### src/hdl/nlts_pkg.sv
package nlts_pkg;

  localparam int NLTS_TOP_K      = 16;
  localparam int NLTS_CHUNK_SIZE = 16;
  localparam int NLTS_MAX_LIGHTS = 1024;

  localparam int OUT_MAX   = 16;
  localparam int COORD_W   = 32;
  localparam int CHUNK_W   = 28;
  localparam int RADIUS_W  = 8;
  localparam int ID_W      = 10;
  localparam int DIST_W    = 16;
  localparam int SEL_W     = 5;
  localparam int CFG_IDX_W = 1;

  localparam logic [CFG_IDX_W-1:0] REG_CHUNK_X = 1'd0;
  localparam logic [CFG_IDX_W-1:0] REG_CHUNK_Z = 1'd1;

  typedef struct packed {
    logic signed [COORD_W-1:0] light_x;
    logic signed [COORD_W-1:0] light_z;
    logic [RADIUS_W-1:0]       light_radius;
    logic                      batch_last;
  } light_t;

  typedef struct packed {
    logic              result_valid;
    logic [ID_W-1:0]   light_id;
    logic [DIST_W-1:0] distance_sq;
    logic [SEL_W-1:0]  selected_count;
    logic              overflow;
    logic              result_last;
  } sel_t;

  typedef struct packed {
    logic            last;
    logic            ovf;
    logic            skip;
    logic [ID_W-1:0] id;
  } tag_t;

  typedef struct packed {
    logic              vld;
    logic              keep;
    logic              last;
    logic              ovf;
    logic [ID_W-1:0]   id;
    logic [DIST_W-1:0] dsq;
  } cand_t;

endpackage

### src/hdl/nlts_dist.sv
module nlts_dist import nlts_pkg::*; #(
  parameter int CHUNK_SIZE = NLTS_CHUNK_SIZE
) (
  input  logic                      clk,
  input  logic                      rst,
  input  logic                      in_vld,
  input  light_t                    in_item,
  input  tag_t                      in_tag,
  input  logic signed [CHUNK_W-1:0] chunk_x,
  input  logic signed [CHUNK_W-1:0] chunk_z,
  output cand_t                     cand
);

  localparam int SPAN_W = CHUNK_W + $clog2(CHUNK_SIZE + 1) + 5;

  logic signed [SPAN_W-1:0] lo_x, hi_x, lo_z, hi_z;

  logic                      v0;
  logic signed [COORD_W-1:0] x0, z0;
  logic [RADIUS_W-1:0]       r0;
  tag_t                      t0;

  logic                v1;
  logic [DIST_W-1:0]   sx1, sz1;
  logic                sat1;
  logic [RADIUS_W-1:0] r1;
  tag_t                t1;

  logic                  v2;
  logic [2*DIST_W-1:0]   qx2, qz2;
  logic [2*RADIUS_W-1:0] rr2;
  logic                  sat2;
  tag_t                  t2;

  logic [DIST_W:0]     step_x, step_z;
  logic [2*DIST_W:0]   sum2;

  function automatic logic [DIST_W:0] axis_step(logic signed [SPAN_W-1:0] p,
                                                logic signed [SPAN_W-1:0] lo,
                                                logic signed [SPAN_W-1:0] hi);
    logic signed [SPAN_W-1:0] d;
    d = '0;
    if (p < lo) begin
      d = lo - p;
    end else if (p > hi) begin
      d = p - hi;
    end
    return {|d[SPAN_W-1:DIST_W], d[DIST_W-1:0]};
  endfunction

  always_comb begin
    step_x = axis_step(SPAN_W'(x0), lo_x, hi_x);
    step_z = axis_step(SPAN_W'(z0), lo_z, hi_z);
    sum2   = {1'b0, qx2} + {1'b0, qz2};
  end

  always_ff @(posedge clk) begin
    if (rst) begin
      lo_x <= '0;
      lo_z <= '0;
      hi_x <= SPAN_W'(CHUNK_SIZE);
      hi_z <= SPAN_W'(CHUNK_SIZE);
      v0   <= 1'b0;
      v1   <= 1'b0;
      v2   <= 1'b0;
      cand <= '0;
    end else begin
      lo_x <= SPAN_W'(chunk_x) * $signed(SPAN_W'(CHUNK_SIZE));
      lo_z <= SPAN_W'(chunk_z) * $signed(SPAN_W'(CHUNK_SIZE));
      hi_x <= SPAN_W'(chunk_x) * $signed(SPAN_W'(CHUNK_SIZE)) + SPAN_W'(CHUNK_SIZE);
      hi_z <= SPAN_W'(chunk_z) * $signed(SPAN_W'(CHUNK_SIZE)) + SPAN_W'(CHUNK_SIZE);

      v0 <= in_vld;
      x0 <= in_item.light_x;
      z0 <= in_item.light_z;
      r0 <= in_item.light_radius;
      t0 <= in_tag;

      v1   <= v0;
      sx1  <= step_x[DIST_W-1:0];
      sz1  <= step_z[DIST_W-1:0];
      sat1 <= step_x[DIST_W] | step_z[DIST_W];
      r1   <= r0;
      t1   <= t0;

      v2   <= v1;
      qx2  <= (2*DIST_W)'(sx1) * (2*DIST_W)'(sx1);
      qz2  <= (2*DIST_W)'(sz1) * (2*DIST_W)'(sz1);
      rr2  <= (2*RADIUS_W)'(r1) * (2*RADIUS_W)'(r1);
      sat2 <= sat1;
      t2   <= t1;

      cand.vld  <= v2;
      cand.keep <= !sat2 && !t2.skip && (sum2 <= (2*DIST_W+1)'(rr2));
      cand.last <= t2.last;
      cand.ovf  <= t2.ovf;
      cand.id   <= t2.id;
      cand.dsq  <= sum2[DIST_W-1:0];
    end
  end

endmodule

### src/hdl/nlts_table.sv
module nlts_table import nlts_pkg::*; #(
  parameter int TOP_K = NLTS_TOP_K
) (
  input  logic  clk,
  input  logic  rst,
  input  cand_t cand,
  output logic  res_valid,
  input  logic  res_stall,
  output sel_t  res_data,
  output logic  drain_done
);

  localparam int CNT_W = $clog2(TOP_K + 1);

  logic [DIST_W-1:0] kd  [TOP_K];
  logic [ID_W-1:0]   kid [TOP_K];
  logic [CNT_W-1:0]  count;
  logic              draining;
  logic [SEL_W-1:0]  total;
  logic [SEL_W-1:0]  left;
  logic              ovf_b;

  logic [TOP_K-1:0]  le;
  logic              ins;
  logic [CNT_W-1:0]  count_next;
  logic [31:0]       cnt_wide;
  logic [SEL_W-1:0]  total_next;
  logic              out_free;

  always_comb begin
    for (int i = 0; i < TOP_K; i++) begin
      le[i] = (CNT_W'(i) < count) && (kd[i] <= cand.dsq);
    end
    ins        = cand.vld && cand.keep && !le[TOP_K-1];
    count_next = (ins && (count != CNT_W'(TOP_K))) ? count + CNT_W'(1) : count;
    cnt_wide   = 32'(count_next);
    total_next = (cnt_wide > 32'(OUT_MAX)) ? SEL_W'(OUT_MAX) : SEL_W'(cnt_wide);
    out_free   = !res_valid || !res_stall;
    drain_done = draining && out_free && ((total == '0) || (left == SEL_W'(1)));
  end

  always_ff @(posedge clk) begin
    if (ins) begin
      if (!le[0]) begin
        kd[0]  <= cand.dsq;
        kid[0] <= cand.id;
      end
      for (int i = 1; i < TOP_K; i++) begin
        if (!le[i]) begin
          if (le[i-1]) begin
            kd[i]  <= cand.dsq;
            kid[i] <= cand.id;
          end else begin
            kd[i]  <= kd[i-1];
            kid[i] <= kid[i-1];
          end
        end
      end
    end else if (draining && out_free && (total != '0)) begin
      for (int i = 0; i < TOP_K - 1; i++) begin
        kd[i]  <= kd[i+1];
        kid[i] <= kid[i+1];
      end
    end
  end

  always_ff @(posedge clk) begin
    if (rst) begin
      count     <= '0;
      draining  <= 1'b0;
      total     <= '0;
      left      <= '0;
      ovf_b     <= 1'b0;
      res_valid <= 1'b0;
    end else begin
      if (cand.vld && cand.last) begin
        count    <= '0;
        draining <= 1'b1;
        total    <= total_next;
        left     <= total_next;
        ovf_b    <= cand.ovf;
      end else begin
        count <= count_next;
      end

      if (draining && out_free) begin
        res_valid               <= 1'b1;
        res_data.overflow       <= ovf_b;
        res_data.selected_count <= total;
        if (total == '0) begin
          res_data.result_valid <= 1'b0;
          res_data.light_id     <= '0;
          res_data.distance_sq  <= '0;
          res_data.result_last  <= 1'b1;
          draining              <= 1'b0;
        end else begin
          res_data.result_valid <= 1'b1;
          res_data.light_id     <= kid[0];
          res_data.distance_sq  <= kd[0];
          res_data.result_last  <= (left == SEL_W'(1));
          left                  <= left - SEL_W'(1);
          if (left == SEL_W'(1)) begin
            draining <= 1'b0;
          end
        end
      end else if (res_valid && !res_stall) begin
        res_valid <= 1'b0;
      end
    end
  end

endmodule

### src/hdl/nearest_lights_top_k_select.sv
// Channel  Direction  Handshake                  Payload
// light    in         light_valid / light_stall  light_data (light_t)
// sel      out        sel_valid / sel_stall      sel_data (sel_t)
// config   in         cfg_write                  cfg_index, cfg_data
//
// A light is taken in every cycle while light_stall is low into the input register
// and then passes four register stages: span distance, squares, radius test, then
// insertion into the sorted table. After a transfer that carries batch_last,
// light_stall stays high until the table has been drained, one result per cycle
// through the output register while sel_stall is low.
// Reset is synchronous and clears the counters, flags and chunk registers.
// A stall on the result side holds the output register and pauses draining.
module nearest_lights_top_k_select import nlts_pkg::*; #(
  parameter int TOP_K      = NLTS_TOP_K,
  parameter int CHUNK_SIZE = NLTS_CHUNK_SIZE,
  parameter int MAX_LIGHTS = NLTS_MAX_LIGHTS
) (
  input  logic                 clk,
  input  logic                 rst,
  input  logic                 light_valid,
  output logic                 light_stall,
  input  light_t               light_data,
  output logic                 sel_valid,
  input  logic                 sel_stall,
  output sel_t                 sel_data,
  input  logic                 cfg_write,
  input  logic [CFG_IDX_W-1:0] cfg_index,
  input  logic [CHUNK_W-1:0]   cfg_data
);

  localparam int ARR_W = $clog2(MAX_LIGHTS + 1);

  logic signed [CHUNK_W-1:0] chunk_x, chunk_z;
  logic [ARR_W-1:0]          arrival;
  logic                      ovf_flag;
  logic                      busy;

  logic  accept;
  logic  over;
  tag_t  tag;
  cand_t cand;
  logic  drain_done;

  assign light_stall = busy;
  assign accept      = light_valid && !light_stall;
  assign over        = 32'(arrival) >= 32'(MAX_LIGHTS);

  always_comb begin
    tag.last = light_data.batch_last;
    tag.ovf  = ovf_flag | over;
    tag.skip = over;
    tag.id   = ID_W'(arrival);
  end

  always_ff @(posedge clk) begin
    if (rst) begin
      chunk_x  <= '0;
      chunk_z  <= '0;
      arrival  <= '0;
      ovf_flag <= 1'b0;
      busy     <= 1'b0;
    end else begin
      if (cfg_write) begin
        case (cfg_index)
          REG_CHUNK_X: chunk_x <= cfg_data;
          REG_CHUNK_Z: chunk_z <= cfg_data;
          default: ;
        endcase
      end
      if (accept) begin
        if (light_data.batch_last) begin
          arrival  <= '0;
          ovf_flag <= 1'b0;
          busy     <= 1'b1;
        end else if (over) begin
          ovf_flag <= 1'b1;
        end else begin
          arrival <= arrival + ARR_W'(1);
        end
      end
      if (drain_done) begin
        busy <= 1'b0;
      end
    end
  end

  nlts_dist #(
    .CHUNK_SIZE(CHUNK_SIZE)
  ) u_dist (
    .clk     (clk),
    .rst     (rst),
    .in_vld  (accept),
    .in_item (light_data),
    .in_tag  (tag),
    .chunk_x (chunk_x),
    .chunk_z (chunk_z),
    .cand    (cand)
  );

  nlts_table #(
    .TOP_K(TOP_K)
  ) u_table (
    .clk        (clk),
    .rst        (rst),
    .cand       (cand),
    .res_valid  (sel_valid),
    .res_stall  (sel_stall),
    .res_data   (sel_data),
    .drain_done (drain_done)
  );

  a_drain_only_when_busy: assert property (@(posedge clk) disable iff (rst)
    drain_done |-> busy)
    else $error("table drained outside a batch end");

  a_count_set: assert property (@(posedge clk) disable iff (rst)
    sel_valid && sel_data.result_valid |-> sel_data.selected_count != '0)
    else $error("selected light reported with zero count");

  a_empty_is_last: assert property (@(posedge clk) disable iff (rst)
    sel_valid && !sel_data.result_valid |-> sel_data.result_last)
    else $error("empty result not marked as last");

  a_arrival_bound: assert property (@(posedge clk) disable iff (rst)
    32'(arrival) <= 32'(MAX_LIGHTS))
    else $error("arrival counter beyond its limit");

endmodule

### config.mk
export PLATFORM = sky130hd
export DESIGN_NAME = nearest_lights_top_k_select
export DESIGN_NICKNAME = d
export VERILOG_FILES = /design/src/hdl/nlts_pkg.sv /design/src/hdl/nlts_dist.sv /design/src/hdl/nlts_table.sv /design/src/hdl/nearest_lights_top_k_select.sv
export SDC_FILE = /design/constraint.sdc
export NUM_CORES = 2
export LEC_CHECK = 0
export BUFFER_PORTS_ARGS = -buffer_cell sky130_fd_sc_hd__buf_2
export CAP_MARGIN = 20
export CORE_MARGIN = 4
export CORE_UTILIZATION = 55
export CTS_CLUSTER_DIAMETER = 60
export DETAILED_ROUTE_END_ITERATION = 16
export PLACE_DENSITY = 0.7
export SETUP_SLACK_MARGIN = 0.5
export SLEW_MARGIN = 20
export SYNTH_ARGS = -nofsm -noshare
export SYNTH_HDL_FRONTEND = slang
export SYNTH_HIERARCHICAL = 1
export SYNTH_SLANG_ARGS = --single-unit
### constraint.sdc
create_clock -name clk -period 11.8 [get_ports clk]
set_input_delay 2.36 -clock clk [delete_from_list [all_inputs] [get_ports clk]]
set_output_delay 2.36 -clock clk [all_outputs]
set_load 0.05 [all_outputs]
==> flow_metrics.tcl <==
set metrics [dict create \
    leakage_nw 30.7 \
    worstPathCellList "and2_1, fa_1, inv_1, fa_1, inv_1, fa_1, inv_1, fa_1, inv_1, fa_1, inv_1, fa_1, inv_1, ha_1, o21a_1, o21a_1, a21o_1, a41o_1, a21oi_1, o21ai_0, a31oi_1, o21ai_0, a2111oi_0, a211oi_1" \
    critPathArrivalTime_ps 7950 \
    clock_skew_ps 70.7 \
    tightest_slew_ps 1100 \
    clock-sinks 914 \
    cts_root_buf "clkbuf_16" \
    syn_to_final_growth_pct 8.97 \
    drv_slew 0 \
    startpoint_type "register" \
    fin_crit_sh 0.633 \
    synth_largest_area_cell "edfxtp_1" \
    crit_buf_inv 6 \
    ys_top_cells_by_area "edfxtp_1 (30%), ha_1 (12%), fa_1 (11%)" \
    first_pass_iters 6 \
    pin_count 143 \
    gr-usage-all-layers 0.263 \
    grt_max_degree 177 \
    cts_tree "done" \
    synth_compound_area_frac 0.134 \
    gp_congestion 0.921 \
    clk_pin_slew_ps 60 \
    antenna_found_initial 9 \
    async_flop_share 0 \
    synth_top_area_share 0.303 \
    cts_max_path_buffers 3 \
    power.total_mw 21.0 \
    post-route-min-period_ps 7470 \
    netlist_area_sq_um 67400 \
    synth-seq-cells 914 \
    yosys_warnings 6 \
    layout_commonest_cell "nand2_1" \
    overflow 0 \
    status "finished, final reports clean" \
    grt_pass1_wl_um 271000 \
    cp_data_required_time_ps 12280 \
    finalSetupTns_ps 0 \
    routed_wl_um 168000 \
    wl_per_cell_um 19.3 \
    hold_buffers 0 \
    final_nets 8128 \
    postSynthAreaPerCell_sq_um 9.65 \
    slowest_stage "edfxtp_1" \
    min_path_type "register to register" \
    die_w_um 358 \
    drive_gt1_frac 0.0678 \
    post_cts_buffers 0 \
    endpoint_kind "register" \
    synthDistinctLibCells 95 \
    max_slew_margin 0.263 \
    rsz0062_at_grt "no" \
    seq_area_frac_synth 0.373 \
    worstSkewPairLatency_ps 770 \
    crit_family "adder cells" \
    htreeDepth 3 \
    drcViolationCount 0 \
    synth_edf_count 680 \
    cts-resized-gates 0 \
    post-place-ws_ps 4480 \
    fmax_mhz 134 \
    via_per_inst 5.82 \
    utilization 0.603 \
    dp_hpwl_um 129000 \
    powerDensity_nw_per_um2 286 \
    cts_made_buffers 110 \
    setup_viol 0 \
    ant_nets 0 \
    synth_top_family_by_area "adder cells" \
    maxCapViolCount 0 \
    crit_fanout 19 \
    muxShareOfSynthArea 0.0285 \
    fin_ws_ps 4330 \
    die_y_um 358 \
    synthAdderAreaFrac 0.227 \
    criticalPathCategory "register to register" \
    synthSimpleGateAreaFrac 0.145 \
    std_cell_rows 128 \
    finalHoldViolations 0 \
    yosys_most_used_dff "edfxtp_1" \
    initial_utilization 0.554 \
    ir_drop_v 0.000621 \
    first_global_vias 52000 \
    fp.dieArea_sq_um 128000 \
    synth_xor_area_frac 0.0315 \
    vias 50800 \
    syn-num-nets 8099 \
    io_buffers 142 \
    core_area_sq_um 122000 \
    synthCells 6980 \
    max_stage_delay_ps 680 \
    drt-initial-drc-count 3636 \
    layout_common_cells "nand2_1 (1080), inv_1 (788), edfxtp_1 (680), ha_1 (658), a21oi_1 (395)" \
]
[worst register-to-register path: stages, from the launching register on]
cell,delay (ps)
edfxtp_1,680
and2_1,310
fa_1,540
inv_1,50
fa_1,470
inv_1,50
fa_1,490
inv_1,50
fa_1,470
inv_1,60
fa_1,540
inv_1,60
fa_1,570
inv_1,60
ha_1,360
o21a_1,140
o21a_1,190
a21o_1,160
a41o_1,230
a21oi_1,310
o21ai_0,200
a31oi_1,360
o21ai_0,240
a2111oi_0,520
a211oi_1,110
[state kept, by name (all words and copies together), names as in the netlist, 15 cells and up]
| register | flops |
|---|---|
| u_dist/lo_z | 28 |
| u_dist/sx1 | 16 |
| u_table/kd | 256 |
| u_dist/z0 | 32 |
| u_dist/hi_z | 29 |
| u_table/res_data | 34 |
| u_dist/sz1 | 16 |
| u_dist/hi_x | 29 |
| chunk_x | 28 |
| chunk_z | 28 |
| u_dist/lo_x | 28 |
| u_dist/qx2 | 31 |
| u_dist/cand | 30 |
| u_table/kid | 160 |
| u_dist/rr2 | 15 |
| u_dist/qz2 | 31 |
| u_dist/x0 | 32 |
[stage by stage]
step	instances	hold WS (ps)	cell area, sq um
finish	8735	400	73400
global route	8732	402	73400
CTS	8723	415	73300
detailed placement	8516	405	69500
global placement	8515	405	69500
floorplan	6980	400	67400
[layer usage]
| metal | part of all wire | track usage |
|---|---|---|
| met5 | 0.00024 | 0 |
| met2 | 0.51 | 0.470 |
| met1 | 0.41 | 0.321 |
| met3 | 0.044 | 0.0341 |
| met4 | 0.043 | 0.105 |
[Yosys cell counts, types with 50 or more instances]
| cell | instances |
|---|---|
| a31oi_1 | 50 |
| xor2_1 | 89 |
| nor2b_1 | 145 |
| o21ai_0 | 328 |
| clkbuf_1 | 189 |
| mux2i_1 | 156 |
| nand3_1 | 108 |
| nand4_1 | 79 |
| buf_2 | 66 |
| dfxtp_1 | 234 |
| xnor2_1 | 153 |
| fa_1 | 354 |
| inv_1 | 789 |
| and2_1 | 130 |
| nor2_1 | 330 |
| edfxtp_1 | 680 |
| nor3_1 | 58 |
| ha_1 | 658 |
| a21o_1 | 104 |
| a21oi_1 | 399 |
| o211ai_1 | 204 |
| nand2_1 | 1086 |
[worst paths after layout]
path / from / end / slack [ps] / cells past startpoint
worst max-delay path: u_dist/sz1[1] / u_dist/qz2[29] / 4330 / 24
worst min-delay path: u_dist/t0[0] / u_dist/t1[0] / 400 / 0
worst max register to register: u_dist/sz1[1] / u_dist/qz2[29] / 4330 / 24
worst min register to register: u_dist/t0[0] / u_dist/t1[0] / 400 / 0
[power breakdown]
| group | switching [mW] | leakage [nW] | internal [mW] | total [mW] |
|---|---|---|---|---|
| Clock | 1.45 | 1.80 | 1.96 | 3.42 |
| Sequential | 0.243 | 8.29 | 4.28 | 4.52 |
| Combinational | 7.58 | 20.6 | 5.50 | 13.1 |
[cells by family (layout without fill, tap and decap cells)]
group | after synthesis | after routing
AOI/OAI and AO/OA | 1418 | 1418
adders and majority gates | 1012 | 1012
muxes | 188 | 188
DFF | 914 | 914
and+or+nand+nor | 2135 | 2135
buffers and inverters | 1071 | 1195
xor gates and xnor gates | 242 | 242
other | 0 | 6
[area by class of cell]
| class | count | area [sq um] |
|---|---|---|
| multi-input cells | 4995 | 38300 |
| repair buffers | 197 | 1260 |
| fillers | 10500 | 48300 |
| flip-flops and latches | 914 | 25100 |
| inverters | 791 | 2980 |
| clock buffers | 143 | 3010 |
| diodes | 6 | 15.0 |
| well taps | 1625 | 2030 |
| clock inverters | 64 | 702 |
Note: power is estimated with default switching activity, not from simulation.
